## config.mk

```make
export PLATFORM = sky130hd
export DESIGN_NAME = deadline_task_release_queue_top
export DESIGN_NICKNAME = d
export VERILOG_FILES = /design/src/dtrq_pkg.sv /design/src/dtrq_ctrl.sv /design/src/dtrq_dp.sv /design/src/deadline_task_release_queue_top.sv
export SDC_FILE = /design/constraint.sdc
export NUM_CORES = 1
export LEC_CHECK = 0
export BUFFER_PORTS_ARGS = -buffer_cell sky130_fd_sc_hd__buf_2
export CORE_MARGIN = 2
export CORE_UTILIZATION = 30
export CTS_CLUSTER_DIAMETER = 40
export DETAILED_ROUTE_END_ITERATION = 10
export GPL_ROUTABILITY_DRIVEN = 0
export RECOVER_POWER = 100
export SYNTH_ARGS = -nofsm -noshare
export SYNTH_HDL_FRONTEND = slang
export SYNTH_HIERARCHICAL = 1
export SYNTH_SLANG_ARGS = --single-unit
```

## constraint.sdc

```tcl
create_clock -name clk_i -period 9.57 [get_ports clk_i]
set_input_delay 0 -clock clk_i [delete_from_list [all_inputs] [get_ports clk_i]]
set_output_delay 0 -clock clk_i [all_outputs]
set_load 0.01 [all_outputs]
```

## src/dtrq_pkg.sv

```systemverilog
// ----------------------------------------------------------------------------
// dtrq_pkg
// Constants, codes and controller/datapath interface types of the queue.
// ----------------------------------------------------------------------------
`timescale 1ns / 1ps

package dtrq_pkg;

  localparam int TIMER_DEPTH = 16;
  localparam int TASK_COUNT  = 16;
  localparam int TICK_BITS   = 16;

  localparam int TIMER_IDX_W = $clog2(TIMER_DEPTH);
  localparam int TIMER_CNT_W = $clog2(TIMER_DEPTH + 1);
  localparam int READY_IDX_W = $clog2(TASK_COUNT);
  localparam int READY_CNT_W = $clog2(TASK_COUNT + 1);

  localparam int ID_W    = 4;
  localparam int DELAY_W = 16;
  localparam int REL_W   = 5;

  localparam logic [REL_W-1:0] REL_MAX = '1;

  localparam logic [1:0] OP_NOW   = 2'd0;
  localparam logic [1:0] OP_DELAY = 2'd1;
  localparam logic [1:0] OP_TICK  = 2'd2;
  localparam logic [1:0] OP_TAKE  = 2'd3;

  localparam logic [1:0] ST_OK    = 2'd0;
  localparam logic [1:0] ST_EMPTY = 2'd1;
  localparam logic [1:0] ST_FULL  = 2'd2;

  typedef struct packed {
    logic capture;
    logic exec;
    logic scan_step;
    logic move;
    logic load_out;
  } dtrq_cmd_t;

  typedef struct packed {
    logic [1:0] op;
    logic       scan_done;
    logic       found;
    logic       ready_full;
    logic       out_free;
  } dtrq_stat_t;

endpackage

```

## src/dtrq_ctrl.sv

```systemverilog
// ----------------------------------------------------------------------------
// dtrq_ctrl
// Sequencer: accepts a request, runs it, scans and releases on a tick.
// ----------------------------------------------------------------------------
`timescale 1ns / 1ps

module dtrq_ctrl import dtrq_pkg::*; (
  input  logic       clk_i,
  input  logic       rst_ni,
  input  logic       in_valid_i,
  output logic       in_stall_o,
  input  dtrq_stat_t stat_i,
  output dtrq_cmd_t  cmd_o
);

  typedef enum logic [4:0] {
    S_IDLE = 5'b00001,
    S_EXEC = 5'b00010,
    S_SCAN = 5'b00100,
    S_MOVE = 5'b01000,
    S_FIN  = 5'b10000
  } state_e;

  state_e state_q, state_d;

  always_ff @(posedge clk_i or negedge rst_ni) begin
    if (!rst_ni) begin
      state_q <= S_IDLE;
    end else begin
      state_q <= state_d;
    end
  end

  always_comb begin
    state_d    = state_q;
    cmd_o      = '0;
    in_stall_o = (state_q != S_IDLE);
    unique case (state_q)
      S_IDLE: begin
        if (in_valid_i) begin
          cmd_o.capture = 1'b1;
          state_d       = S_EXEC;
        end
      end
      S_EXEC: begin
        cmd_o.exec = 1'b1;
        state_d    = (stat_i.op == OP_TICK) ? S_SCAN : S_FIN;
      end
      S_SCAN: begin
        // A due entry is released only while the ready queue has room.
        if (!stat_i.scan_done) begin
          cmd_o.scan_step = 1'b1;
        end else if (stat_i.found && !stat_i.ready_full) begin
          state_d = S_MOVE;
        end else begin
          state_d = S_FIN;
        end
      end
      S_MOVE: begin
        cmd_o.move = 1'b1;
        state_d    = S_SCAN;
      end
      S_FIN: begin
        if (stat_i.out_free) begin
          cmd_o.load_out = 1'b1;
          state_d        = S_IDLE;
        end
      end
      default: state_d = S_IDLE;
    endcase
  end

endmodule

```

## src/dtrq_dp.sv

```systemverilog
// ----------------------------------------------------------------------------
// dtrq_dp
// Datapath: tick counter, timer queue, ready FIFO, scan unit, result register.
// ----------------------------------------------------------------------------
`timescale 1ns / 1ps

module dtrq_dp import dtrq_pkg::*; (
  input  logic               clk_i,
  input  logic               rst_ni,
  input  logic [1:0]         opcode_i,
  input  logic [ID_W-1:0]    task_id_i,
  input  logic [DELAY_W-1:0] delay_i,
  output logic               out_valid_o,
  input  logic               out_stall_i,
  output logic [ID_W-1:0]    popped_task_o,
  output logic [1:0]         status_o,
  output logic [REL_W-1:0]   released_o,
  input  dtrq_cmd_t          cmd_i,
  output dtrq_stat_t         stat_o
);

  logic [1:0]             op_q;
  logic [ID_W-1:0]        id_q;
  logic [DELAY_W-1:0]     delay_q;

  logic [TICK_BITS-1:0]   tick_q;
  logic [TICK_BITS-1:0]   tq_dl_q [TIMER_DEPTH];
  logic [ID_W-1:0]        tq_id_q [TIMER_DEPTH];
  logic [TIMER_CNT_W-1:0] tq_cnt_q;

  logic [ID_W-1:0]        rf_q [TASK_COUNT];
  logic [READY_IDX_W-1:0] rf_head_q, rf_tail_q;
  logic [READY_CNT_W-1:0] rf_cnt_q;

  logic [TIMER_CNT_W-1:0] scan_idx_q;
  logic                   best_found_q;
  logic [TIMER_IDX_W-1:0] best_idx_q;
  logic [TICK_BITS-1:0]   best_age_q;
  logic [ID_W-1:0]        best_id_q;
  logic [REL_W-1:0]       rel_q;

  logic [ID_W-1:0]        res_task_q;
  logic [1:0]             res_status_q;
  logic                   out_valid_q;
  logic [ID_W-1:0]        out_task_q;
  logic [1:0]             out_status_q;
  logic [REL_W-1:0]       out_rel_q;

  logic [TIMER_IDX_W-1:0] rd_idx;
  logic [TICK_BITS-1:0]   age;
  logic                   better;
  logic                   tq_full, rf_full, rf_empty;
  logic                   push_now, push_move, pop, append;
  logic [ID_W-1:0]        push_id;
  logic [READY_IDX_W-1:0] head_nxt, tail_nxt;

  assign rd_idx = scan_idx_q[TIMER_IDX_W-1:0];
  assign age    = tick_q - tq_dl_q[rd_idx];
  // Due means the modular age is nonzero and in the lower half of the range.
  assign better = (age != '0) && !age[TICK_BITS-1] && (!best_found_q || age > best_age_q);

  assign tq_full  = (tq_cnt_q == TIMER_CNT_W'(TIMER_DEPTH));
  assign rf_full  = (rf_cnt_q == READY_CNT_W'(TASK_COUNT));
  assign rf_empty = (rf_cnt_q == '0);

  assign push_now  = cmd_i.exec && (op_q == OP_NOW) && !rf_full;
  assign push_move = cmd_i.move;
  assign pop       = cmd_i.exec && (op_q == OP_TAKE) && !rf_empty;
  assign append    = cmd_i.exec && (op_q == OP_DELAY) && !tq_full;
  assign push_id   = push_move ? best_id_q : id_q;

  assign head_nxt = (rf_head_q == READY_IDX_W'(TASK_COUNT - 1)) ? '0 : rf_head_q + 1'b1;
  assign tail_nxt = (rf_tail_q == READY_IDX_W'(TASK_COUNT - 1)) ? '0 : rf_tail_q + 1'b1;

  // Request capture and queue storage; payload only, no reset.
  always_ff @(posedge clk_i) begin
    if (cmd_i.capture) begin
      op_q    <= opcode_i;
      id_q    <= task_id_i;
      delay_q <= delay_i;
    end
    if (push_now || push_move) begin
      rf_q[rf_tail_q] <= push_id;
    end
    if (append) begin
      tq_dl_q[tq_cnt_q[TIMER_IDX_W-1:0]] <= tick_q + TICK_BITS'(delay_q);
      tq_id_q[tq_cnt_q[TIMER_IDX_W-1:0]] <= id_q;
    end
    // Removal closes the gap so that insertion order survives.
    if (cmd_i.move) begin
      for (int i = 0; i < TIMER_DEPTH - 1; i++) begin
        if (TIMER_IDX_W'(i) >= best_idx_q) begin
          tq_dl_q[i] <= tq_dl_q[i+1];
          tq_id_q[i] <= tq_id_q[i+1];
        end
      end
    end
    if (cmd_i.scan_step && better) begin
      best_idx_q <= rd_idx;
      best_age_q <= age;
      best_id_q  <= tq_id_q[rd_idx];
    end
    if (cmd_i.exec) begin
      res_task_q <= pop ? rf_q[rf_head_q] : '0;
      priority if ((op_q == OP_NOW && rf_full) || (op_q == OP_DELAY && tq_full)) begin
        res_status_q <= ST_FULL;
      end else if (op_q == OP_TAKE && rf_empty) begin
        res_status_q <= ST_EMPTY;
      end else begin
        res_status_q <= ST_OK;
      end
    end
    if (cmd_i.load_out) begin
      out_task_q   <= res_task_q;
      out_status_q <= res_status_q;
      out_rel_q    <= rel_q;
    end
  end

  always_ff @(posedge clk_i or negedge rst_ni) begin
    if (!rst_ni) begin
      tick_q       <= '0;
      tq_cnt_q     <= '0;
      rf_head_q    <= '0;
      rf_tail_q    <= '0;
      rf_cnt_q     <= '0;
      scan_idx_q   <= '0;
      best_found_q <= 1'b0;
      rel_q        <= '0;
      out_valid_q  <= 1'b0;
    end else begin
      if (cmd_i.exec) begin
        rel_q        <= '0;
        scan_idx_q   <= '0;
        best_found_q <= 1'b0;
        if (op_q == OP_TICK) begin
          tick_q <= tick_q + 1'b1;
        end
      end
      if (append) begin
        tq_cnt_q <= tq_cnt_q + 1'b1;
      end
      if (cmd_i.scan_step) begin
        scan_idx_q <= scan_idx_q + 1'b1;
        if (better) begin
          best_found_q <= 1'b1;
        end
      end
      if (cmd_i.move) begin
        tq_cnt_q     <= tq_cnt_q - 1'b1;
        scan_idx_q   <= '0;
        best_found_q <= 1'b0;
        if (rel_q != REL_MAX) begin
          rel_q <= rel_q + 1'b1;
        end
      end
      if (push_now || push_move) begin
        rf_tail_q <= tail_nxt;
        rf_cnt_q  <= rf_cnt_q + 1'b1;
      end
      if (pop) begin
        rf_head_q <= head_nxt;
        rf_cnt_q  <= rf_cnt_q - 1'b1;
      end
      if (cmd_i.load_out) begin
        out_valid_q <= 1'b1;
      end else if (!out_stall_i) begin
        out_valid_q <= 1'b0;
      end
    end
  end

  assign stat_o.op         = op_q;
  assign stat_o.scan_done  = (scan_idx_q == tq_cnt_q);
  assign stat_o.found      = best_found_q;
  assign stat_o.ready_full = rf_full;
  assign stat_o.out_free   = !out_valid_q || !out_stall_i;

  assign out_valid_o   = out_valid_q;
  assign popped_task_o = out_task_q;
  assign status_o      = out_status_q;
  assign released_o    = out_rel_q;

endmodule

```

## src/deadline_task_release_queue_top.sv

```systemverilog
// ----------------------------------------------------------------------------
// deadline_task_release_queue_top
// Tick-driven timer queue that releases due task ids into a FIFO ready queue.
// ----------------------------------------------------------------------------
//  channel | direction | handshake           | payload
//  in      | input     | in_valid / in_stall | opcode, task_id, delay
//  out     | output    | out_valid/out_stall | popped_task, status, released
//
// Schedule and take requests pass through accept, execute and load of the
// result; the load waits while a stalled result still holds the output.
// A tick scans the timer queue one entry a cycle and releases the oldest due
// entry after each full scan, until none is due or the ready queue is full.
// Reset empties both queues and clears the tick counter; no clearing pass.
// One request is worked on at a time; a result stalled at the output holds the
// next result back, while the next request may already be accepted.
`timescale 1ns / 1ps

module deadline_task_release_queue_top import dtrq_pkg::*; (
  input  logic               clk_i,
  input  logic               rst_ni,
  input  logic               in_valid_i,
  output logic               in_stall_o,
  input  logic [1:0]         opcode_i,
  input  logic [ID_W-1:0]    task_id_i,
  input  logic [DELAY_W-1:0] delay_i,
  output logic               out_valid_o,
  input  logic               out_stall_i,
  output logic [ID_W-1:0]    popped_task_o,
  output logic [1:0]         status_o,
  output logic [REL_W-1:0]   released_o
);

  dtrq_cmd_t  cmd;
  dtrq_stat_t stat;

  dtrq_ctrl u_ctrl (
    .clk_i      (clk_i),
    .rst_ni     (rst_ni),
    .in_valid_i (in_valid_i),
    .in_stall_o (in_stall_o),
    .stat_i     (stat),
    .cmd_o      (cmd)
  );

  dtrq_dp u_dp (
    .clk_i         (clk_i),
    .rst_ni        (rst_ni),
    .opcode_i      (opcode_i),
    .task_id_i     (task_id_i),
    .delay_i       (delay_i),
    .out_valid_o   (out_valid_o),
    .out_stall_i   (out_stall_i),
    .popped_task_o (popped_task_o),
    .status_o      (status_o),
    .released_o    (released_o),
    .cmd_i         (cmd),
    .stat_o        (stat)
  );

endmodule

```

==> results of run 1 <==
-- metrics by stage --
step | setup WS [ns] | hold WS, ns | power [W] | std cells | cell area [sq um]
floorplan | 2.28 | -0.296 | 0.00384 | 2113 | 24800
global placement | 2.65 | 0.162 | 0.00424 | 3124 | 26300
detailed placement | 2.48 | 0.174 | 0.00430 | 3124 | 26300
CTS | 2.43 | 0.0456 | 0.00684 | 3273 | 28900
global route | 1.12 | 0.0944 | 0.00707 | 3273 | 28500
finish | 1.53 | 0.103 | 0.00677 | 3273 | 28500
-- report_power, final --
part	switching, W	internal (W)	total (W)
registers	0.000149	0.00262	0.00277
clock network	0.00104	0.00148	0.00252
logic	0.000857	0.000622	0.00148
-- sequential cells by signal, indices dropped and copies added, names as in the netlist --
signal,cells
u_dp/popped_task_o,4
u_dp/rf_tail_q,4
u_dp/id_q,4
u_dp/tick_q,16
u_dp/best_found_q,1
u_dp/scan_idx_q,5
u_dp/delay_q,16
u_dp/rf_q,64
u_dp/res_status_q,2
u_dp/best_age_q,16
u_dp/rf_head_q,4
u_dp/tq_dl_q,256
u_dp/op_q,2
u_dp/best_idx_q,4
u_dp/released_o,5
u_dp/rel_q,5
u_dp/res_task_q,4
u_dp/out_valid_o,1
u_dp/tq_cnt_q,5
u_dp/status_o,2
u_dp/rf_cnt_q,5
u_dp/best_id_q,4
u_ctrl/state_q,5
u_dp/tq_id_q,64
-- cell usage in the layout (no fill, tap or decap), types with 15 or more instances in the layout --
cell / instances
dlygate4sd3_1: 25
nand2_1: 456
nand3_1: 30
ha_1: 61
nor2b_1: 15
buf_2: 19
mux2i_1: 66
mux4_2: 56
nor3_1: 17
o21a_1: 21
xnor2_1: 35
nor2_1: 71
inv_1: 61
xor2_1: 23
a221oi_1: 33
mux2_2: 42
edfxtp_1: 447
a21oi_1: 86
o21ai_0: 258
clkbuf_1: 55
clkbuf_16: 68
dfrtp_1: 49
-- worst max-delay path, delay by kind of cell, from the launching register on --
kind	cells	cell delay, ns
AO/OA/AOI/OAI	2	4.33
AND/OR/NAND/NOR	3	2.38
flip-flops	1	0.43
buffers and inverters	1	0.42
-- cell families after synthesis --
| group | Yosys count | share of synthesized area [%] |
|---|---|---|
| buffers and inverters | 196 | 3.05 |
| muxes | 169 | 9.95 |
| and+or+nand+nor | 658 | 11.2 |
| adders and majority gates | 65 | 3.40 |
| AOI/OAI and AO/OA | 468 | 10.9 |
| xor gates and xnor gates | 59 | 2.12 |
| DFF | 498 | 59.3 |
-- cells in the mapped netlist (7+ instances only) --
master      n
inv_1      61
nand2_1   456
o211ai_1    8
ha_1       61
a21oi_1    86
a211oi_1    9
buf_1      12
xnor2_1    35
mux2i_1    66
edfxtp_1  447
o21ai_0   259
dfrtp_1    50
nor3b_1     8
nor2b_1    15
o21a_1     21
a221oi_1   33
nand3_1    30
mux4_2     56
nor3_1     16
xor2_1     23
mux2_2     46
a22oi_1     8
nand2b_1   13
clkbuf_1  114
a21o_1     11
nand4_1     7
nor2_1     71
-- final timing paths --
| check | from | slack, ns | end |
|---|---|---|---|
| min in group asynchronous | rst_ni | 1.01 | u_dp/rf_tail_q[0] |
| worst min register to register | u_dp/res_task_q[3] | 0.42 | u_dp/popped_task_o[3] |
| worst max register to register | u_ctrl/state_q[4] | 1.53 | u_dp/tq_dl_q[10][7] |
| max in group asynchronous | rst_ni | 6.39 | u_dp/scan_idx_q[0] |
| worst max-delay path | u_ctrl/state_q[4] | 1.53 | u_dp/tq_dl_q[10][7] |
| worst min-delay path | delay_i[3] | 0.10 | u_dp/delay_q[3] |
-- layer usage --
layer / part of all wire, % / GRT usage (%)
met4: 3.9 / 6.74
met3: 7.2 / 3.19
met2: 47 / 26.0
met1: 42 / 20.9
met5: 0 / 0
-- layout make-up --
class / count / share of cell area (%)
Clock buffer: 79 / 6.19
Clock inverter: 45 / 1.85
Inverter: 62 / 0.817
Multi-Input combinational cell: 1419 / 32.7
Sequential cell: 498 / 51.6
Tap cell: 1070 / 4.70
Timing Repair Buffer: 100 / 2.08
-- what timing repair did --
| item | CTS | global route |
|---|---|---|
| buffers inserted | 0 | 0 |
| gates resized for setup | 0 | 0 |
| hold endpoints to repair | 78 | 0 |
| hold buffers | 25 | 0 |
==> results.yml, run 1 <==
critical_path:
  crit_type: "register to register"
  cp.arrival_ns: 8.19
  reg2regPathDepth: 6
  cp-start-kind: "register"
  worstSetupEndpointType: "register"
  crit_slowest_cell: "a21oi_1"
  critical_path.max_stage_delay_ns: 2.33
  crit_chain: "nor2_1 > and3_1 > inv_1 > a21oi_1 > nand2_1 > o21ai_1"
  critPathMaxFanout: 32
  cp.required_ns: 9.72
global_route:
  antenna_found_initial: 0
  grt_max_degree: 52
  grt_pass1_wl_mm: 105
  grt_usage_pct: 16.0
  grt-ovfl-total: 0
  grt_pass1_vias: 17000
hold_path:
  whs_path_depth: 2
  hp-class: "input port to register"
cts:
  cts.clk_slew.worst_paths_ns: 0.06
  numClockSinks: 498
  cts_tree: "done"
  clock-root-buffer: "clkbuf_16"
  clk_latency_ns: 0.62
  cts_max_level: 3
  cts.path.max_buffers: 3
  numCtsBuffers: 68
route:
  vias_per_cell: 5.27
  wl_per_cell_microns: 21.1
  drt_iter0_drc: 1724
  firstDrtPassIters: 6
  vias: 17300
  drc: 0
  antenna_left: 0
  routed_wl_mm: 69.0
run_status:
  failed_checks: "capacitance limit, slew limit"
  status: "finished, violations left"
cells_and_area:
  fin_nets: 2240
  synthToLayoutAreaGrowth_pct: 14.9
  fin_util_pct: 34.7
  drive_gt1_share_pct: 11.4
  antenna_cells: 0
  fill_cells: 8072
  multiInputGateArea_sq_um: 9320
  regArea_sq_um: 14700
synth:
  synth.net_count: 2204
  ys_ff_latch: 498
  synth_top_area_share_pct: 54.2
  avgSynthCellArea_sq_um: 11.7
  synth-async-reset-ratio_pct: 10.2
  synth_top_cell_by_area: "edfxtp_1"
  synth_area_leaders: "edfxtp_1 (54%), nand2_1 (6.9%), o21ai_0 (5.2%), mux4_2 (5.1%), dfrtp_1 (5.0%)"
  postSynthCellCount: 2113
  ys_types: 72
  synth_ff_type: "edfxtp_1"
  syn_area_sq_um: 24800
  yosys_warnings: 6
  ys_seq_area_share_pct: 59.3
  synth_edf_count: 447
timing:
  rsz0062_at_grt: "false"
  hold_viol: 0
  slew_headroom_pct: -220
  finalSetupTns_ns: 0
  finClkSkew_ns: 0.0251
  worstMarginPinSlew_ns: 4.74
  max_clock_freq_mhz: 124
  fin_crit_sh_pct: 84.0
  period_needed_ns: 8.04
  drv_slew: 756
  setup_viol: 0
placement:
  port_buffers: 38
  dp.final_hpwl_mm: 45.5
pwr:
  power_density_nw_per_um2: 238
  peakVddDrop_mv: 0.132
  power.leakage_nw: 9.61
floorplanning:
  num_io_pins: 39
  core_area_sq_um: 82000
  rows: 105
  die_w_microns: 291
  die_h_microns: 291
  dieArea_sq_um: 84900
  start_util_pct: 30.2
job:
  maxCapViolCount: 29
Power figures use the tool's default switching activity.
==> run 2: changes to the inputs <==
Clock period 9.57 ns to 7.2 ns, I/O delays scaled along.
==> run 2 against run 1 <==
  * Cell count increased by 0.86%
  * Flip-flop and latch count is the same
  * Wire length fell by 4.1%
  * Register-to-register slack got worse by 0.81 ns
  * Power rose by 35%
  * Clock power grew 38%
  * Utilization is 0.31 points higher
  * First-iteration DRC count shrank 2.6%
  * The flow still finishes with violations (capacitance limit, slew limit)
  * Non-clock buffer count grew 22
==> results.yml, run 2 (same netlist as run 1, synthesis figures left out) <==
critical_path:
  reg2regPathDepth: 7
  cp.required_ns: 7.47
  cp-start-kind: "register"
  worstSetupEndpointType: "register"
  crit_type: "register to register"
  critPathMaxFanout: 32
  cp.arrival_ns: 6.75
timing:
  setup_viol: 0
  max_clock_freq_mhz: 154
  worstMarginPinSlew_ns: 3.29
  setup_ws_ns: 0.720
  finClkSkew_ns: 0.0310
  fin_crit_sh_pct: 90.0
  rsz0062_at_grt: "false"
  hold_ws_ns: 0.0900
  slew_headroom_pct: -122
  hold_viol: 0
  finalSetupTns_ns: 0
  period_needed_ns: 6.48
  drv_slew: 380
pwr:
  fin_total_pwr_w: 0.00915
  power_density_nw_per_um2: 318
  peakVddDrop_mv: 0.166
  power.leakage_nw: 9.73
cts:
  cts_max_level: 3
  cts.path.max_buffers: 3
  clk_latency_ns: 0.62
  numCtsBuffers: 71
  cts.clk_slew.worst_paths_ns: 0.06
  post_cts_resized: 0
  cts_tree: "done"
  numClockSinks: 498
  clock-root-buffer: "clkbuf_16"
route:
  drt_iter0_drc: 1680
  vias_per_cell: 5.19
  firstDrtPassIters: 5
  wl_per_cell_microns: 20.1
  antenna_left: 0
  routed_wl_mm: 66.2
  vias: 17100
  drc: 0
floorplanning:
  die_w_microns: 291
  num_io_pins: 39
  dieArea_sq_um: 84900
  rows: 105
  core_area_sq_um: 82000
  die_h_microns: 291
  start_util_pct: 30.2
cells_and_area:
  fill_cells: 8068
  layout_common_cells: "nand2_1 (456), edfxtp_1 (447), o21ai_0 (258), a21oi_1 (84), clkbuf_16 (71)"
  synthToLayoutAreaGrowth_pct: 15.9
  regMostFlops: "u_dp/tq_dl_q"
  drive_gt1_share_pct: 12.1
  largest_reg_flops: 256
  fin_area_sq_um: 28700
  largestRegisters: "u_dp/tq_dl_q x256, u_dp/rf_q x64, u_dp/tq_id_q x64"
  fin_nets: 2265
  antenna_cells: 0
  final_common_cell: "nand2_1"
global_route:
  grt_pass1_wl_mm: 101
  antenna_found_initial: 1
  grt_pass1_vias: 16800
  grt_util_met2_pct: 25.8
  grt_usage_pct: 15.4
  grt-ovfl-total: 0
  gr-usage-met1_pct: 19.9
  grt_max_degree: 52
  busiest_layer: "met2"
  grt.met3_usage_pct: 2.86
run_status:
  failed_checks: "capacitance limit, slew limit"
  status: "finished, violations left"
hold_path:
  whs_path_depth: 2
  hp-class: "input port to register"
placement:
  place_ws_ns: 0.904
  dpl_cell_area_sq_um: 26400
  dp.final_hpwl_mm: 45.6
  port_buffers: 38
job:
  maxCapViolCount: 15
-- run 2: final timing paths --
path / from / slack, ns / endpoint
worst max register to register: u_ctrl/state_q[2] / 0.72 / u_dp/tq_dl_q[10][7]
max in group asynchronous: rst_ni / 3.81 / u_dp/scan_idx_q[0]
worst max-delay path: u_ctrl/state_q[2] / 0.72 / u_dp/tq_dl_q[10][7]
worst min register to register: u_dp/res_task_q[3] / 0.42 / u_dp/popped_task_o[3]
worst min-delay path: delay_i[13] / 0.09 / u_dp/delay_q[13]
min in group asynchronous: rst_ni / 1.08 / u_dp/rf_tail_q[0]
-- run 2: repair_timing --
| action | in CTS | in global routing |
|---|---|---|
| setup buffers | 0 | 0 |
| hold endpoints to repair | 85 | 0 |
| hold buffers | 26 | 0 |
-- run 2: cell type report --
| cell class | count | area (sq um) | area share (%) |
|---|---|---|---|
| Sequential cell | 498 | 14700 | 51.2 |
| Multi-Input combinational cell | 1419 | 9360 | 32.6 |
| Clock buffer | 75 | 1790 | 6.24 |
| Tap cell | 1070 | 1340 | 4.66 |
| Timing Repair Buffer | 122 | 712 | 2.48 |
| Clock inverter | 55 | 589 | 2.05 |
| Inverter | 62 | 233 | 0.810 |
-- run 2: power by group --
part | leakage (nW) | switching (W) | internal [W]
clock network | 1.16 | 0.00142 | 0.00205
registers | 4.71 | 0.000168 | 0.00348
logic | 3.86 | 0.00117 | 0.000847
total | 9.73 | 0.00276 | 0.00638
-- run 2: worst max-delay path, stage by stage, from the launching register on --
cell     delay, ns
dfrtp_1       0.44
nor2_1        0.20
and3_1        0.98
inv_1         0.52
a21oi_1       2.23
nand2_1       1.09
o21ai_2       0.25
buf_4         0.37
-- run 2: stage by stage --
| step | cells | utilization [%] |
|---|---|---|
| final | 3301 | 35.0 |
| after global routing | 3301 | 35.0 |
| after CTS | 3301 | 35.4 |
| after detailed placement | 3145 | 32.2 |
| after global placement | 3145 | 32.2 |
| after floorplan | 2113 | - |
-- run 2: per-layer routing --
layer | share of wire [%] | vias up
li1 | - | 7884
met1 | 42 | 8513
met2 | 48 | 604
met3 | 6.3 | 123
met4 | 3.1 | 0
met5 | 0 | -
==> run 3: changes to the inputs <==
Settings changed: CORE_UTILIZATION 30 to 40.
==> run 3 against run 2 <==
  * Fmax grew 1.7%
  * Register-to-register slack better by 0.11 ns
  * Largest power group unchanged
  * Non-clock buffer count up 1
  * Utilization rose by 11 points
  * Critical endpoint is now u_dp/best_id_q[1]
  * The run still ends with capacitance limit, slew limit left
==> results.yml, run 3 (same netlist as run 1, synthesis figures left out) <==
run_status:
  status: "finished, violations left"
  failed_checks: "capacitance limit, slew limit"
timing:
  hold_viol: 0
  finClkSkew_ns: 0.0371
  worstMarginPinSlew_ns: 3.26
  drv_slew: 390
  fin_crit_sh_pct: 88.5
  slew_headroom_pct: -117
  max_clock_freq_mhz: 157
  finalSetupTns_ns: 0
  period_needed_ns: 6.37
  rsz0062_at_grt: "false"
  setup_viol: 0
pwr:
  power_density_nw_per_um2: 326
  peakVddDrop_mv: 0.203
  power.leakage_nw: 9.77
floorplanning:
  num_io_pins: 39
  die_h_microns: 253
  die_w_microns: 253
  start_util_pct: 40.3
  rows: 91
  dieArea_sq_um: 64000
  core_area_sq_um: 61500
route:
  firstDrtPassIters: 7
  drt_iter0_drc: 1459
  antenna_left: 0
  routed_wl_mm: 65.9
  drc: 0
  vias: 17000
  vias_per_cell: 5.61
  wl_per_cell_microns: 21.7
critical_path:
  worstSetupEndpointType: "register"
  cp.arrival_ns: 6.63
  critPathMaxFanout: 25
  reg2regPathDepth: 18
  crit_type: "register to register"
  cp.required_ns: 7.46
  cp-start-kind: "register"
hold_path:
  whs_path_depth: 2
  hp-class: "input port to register"
cts:
  cts.clk_slew.worst_paths_ns: 0.06
  cts.path.max_buffers: 3
  numClockSinks: 498
  numCtsBuffers: 75
  clock-root-buffer: "clkbuf_16"
  clk_latency_ns: 0.64
  cts_setup_buffers: 0
  cts_tree: "done"
  cts_max_level: 3
global_route:
  grt_max_degree: 52
  grt_usage_pct: 20.7
  grt.met3_usage_pct: 3.70
  antenna_found_initial: 0
  grt_util_met2_pct: 34.5
  grt_pass1_wl_mm: 101
  grt-ovfl-total: 0
  busiest_layer: "met2"
  grt_pass1_vias: 17000
  gr-usage-met1_pct: 26.6
cells_and_area:
  synthToLayoutAreaGrowth_pct: 15.1
  final_common_cell: "nand2_1"
  largestRegisters: "u_dp/tq_dl_q x256, u_dp/rf_q x64, u_dp/tq_id_q x64"
  antenna_cells: 0
  fin_nets: 2270
  fin_cells: 3029
  drive_gt1_share_pct: 12.3
  layout_common_cells: "nand2_1 (456), edfxtp_1 (447), o21ai_0 (260), a21oi_1 (84), clkbuf_16 (75)"
  largest_reg_flops: 256
  regMostFlops: "u_dp/tq_dl_q"
placement:
  port_buffers: 38
  dp.final_hpwl_mm: 45.0
  placed_cells: 2867
job:
  maxCapViolCount: 15
run 3: cell types whose count changed in the layout (fill, tap and decap cells not counted), sizes merged:
cell | before | now
clkbuf | 137 | 153
inv | 80 | 67
clkinvlp | 2 | 9
clkinv | 30 | 24
bufinv | 5 | 8
buf | 34 | 36
dlygate4sd3 | 26 | 25
run 3: routing by layer:
layer  wire length, microns  vias to the layer above
met5                      0                        -
met4                   2390                        0
met3                   3410                      142
met2                  32200                      537
met1                  27900                     8414
li1                       -                     7905
run 3: path summary, 6_finish.rpt:
kind | start | end | slack [ns]
max | u_dp/scan_idx_q[1] | u_dp/best_id_q[1] | 0.83
min | opcode_i[1] | u_dp/op_q[1] | 0.07
max reg2reg | u_dp/scan_idx_q[1] | u_dp/best_id_q[1] | 0.83
min reg2reg | u_dp/res_task_q[2] | u_dp/popped_task_o[2] | 0.42
max in group asynchronous | rst_ni | u_dp/scan_idx_q[0] | 3.78
min in group asynchronous | rst_ni | u_dp/rf_tail_q[0] | 1.10
run 3: cell type report:
| class | instances | area [sq um] |
|---|---|---|
| Timing Repair Buffer | 123 | 697 |
| Tap cell | 790 | 988 |
| Clock inverter | 46 | 578 |
| Clock buffer | 91 | 1970 |
| Inverter | 62 | 233 |
| Multi-Input combinational cell | 1419 | 9350 |
| Sequential cell | 498 | 14700 |
| Fill cell | 5559 | 33000 |
run 3: critical path, cell delays in order, from the launching register on:
cell and delay [ns]:
dfrtp_2 0.74, and2_1 0.95, a221oi_1 0.22, o21a_1 0.23, a221oi_1 0.67, ha_1 0.29, nor2_1 0.05, a21oi_1 0.33
o21ai_0 0.16, o22ai_1 0.23, a21oi_1 0.12, xnor2_1 0.39, ha_1 0.35, nand4_1 0.11, nor2_1 0.06, nand3_1 0.06
o21ai_0 0.15, nor4_4 0.36, clkbuf_1 0.49
run 3: what timing repair did:
item | 4_1_cts | 5_1_grt
resized for setup | 0 | 0
hold buffers | 25 | 0
endpoints found under the hold margin | 78 | 0
run 3: power breakdown:
group	total [W]	switching, W	internal, W
logic	0.00198	0.00114	0.000837
registers	0.00366	0.000179	0.00348
clock network	0.00366	0.00139	0.00227
run 3: stage by stage:
step | setup WS [ns] | hold WS, ns | util [%] | power (W) | instance area [sq um]
final | 0.830 | 0.0749 | 46.4 | 0.00930 | 28500
after global routing | 0.332 | 0.0646 | 46.4 | 0.00971 | 28500
after CTS | 1.06 | 0.0421 | 46.9 | 0.00942 | 28800
after detailed placement | 1.14 | 0.178 | 42.3 | 0.00572 | 26000
after global placement | 1.29 | 0.179 | 42.3 | 0.00566 | 26000
after floorplan | 0.893 | -0.296 | - | 0.00511 | 24800
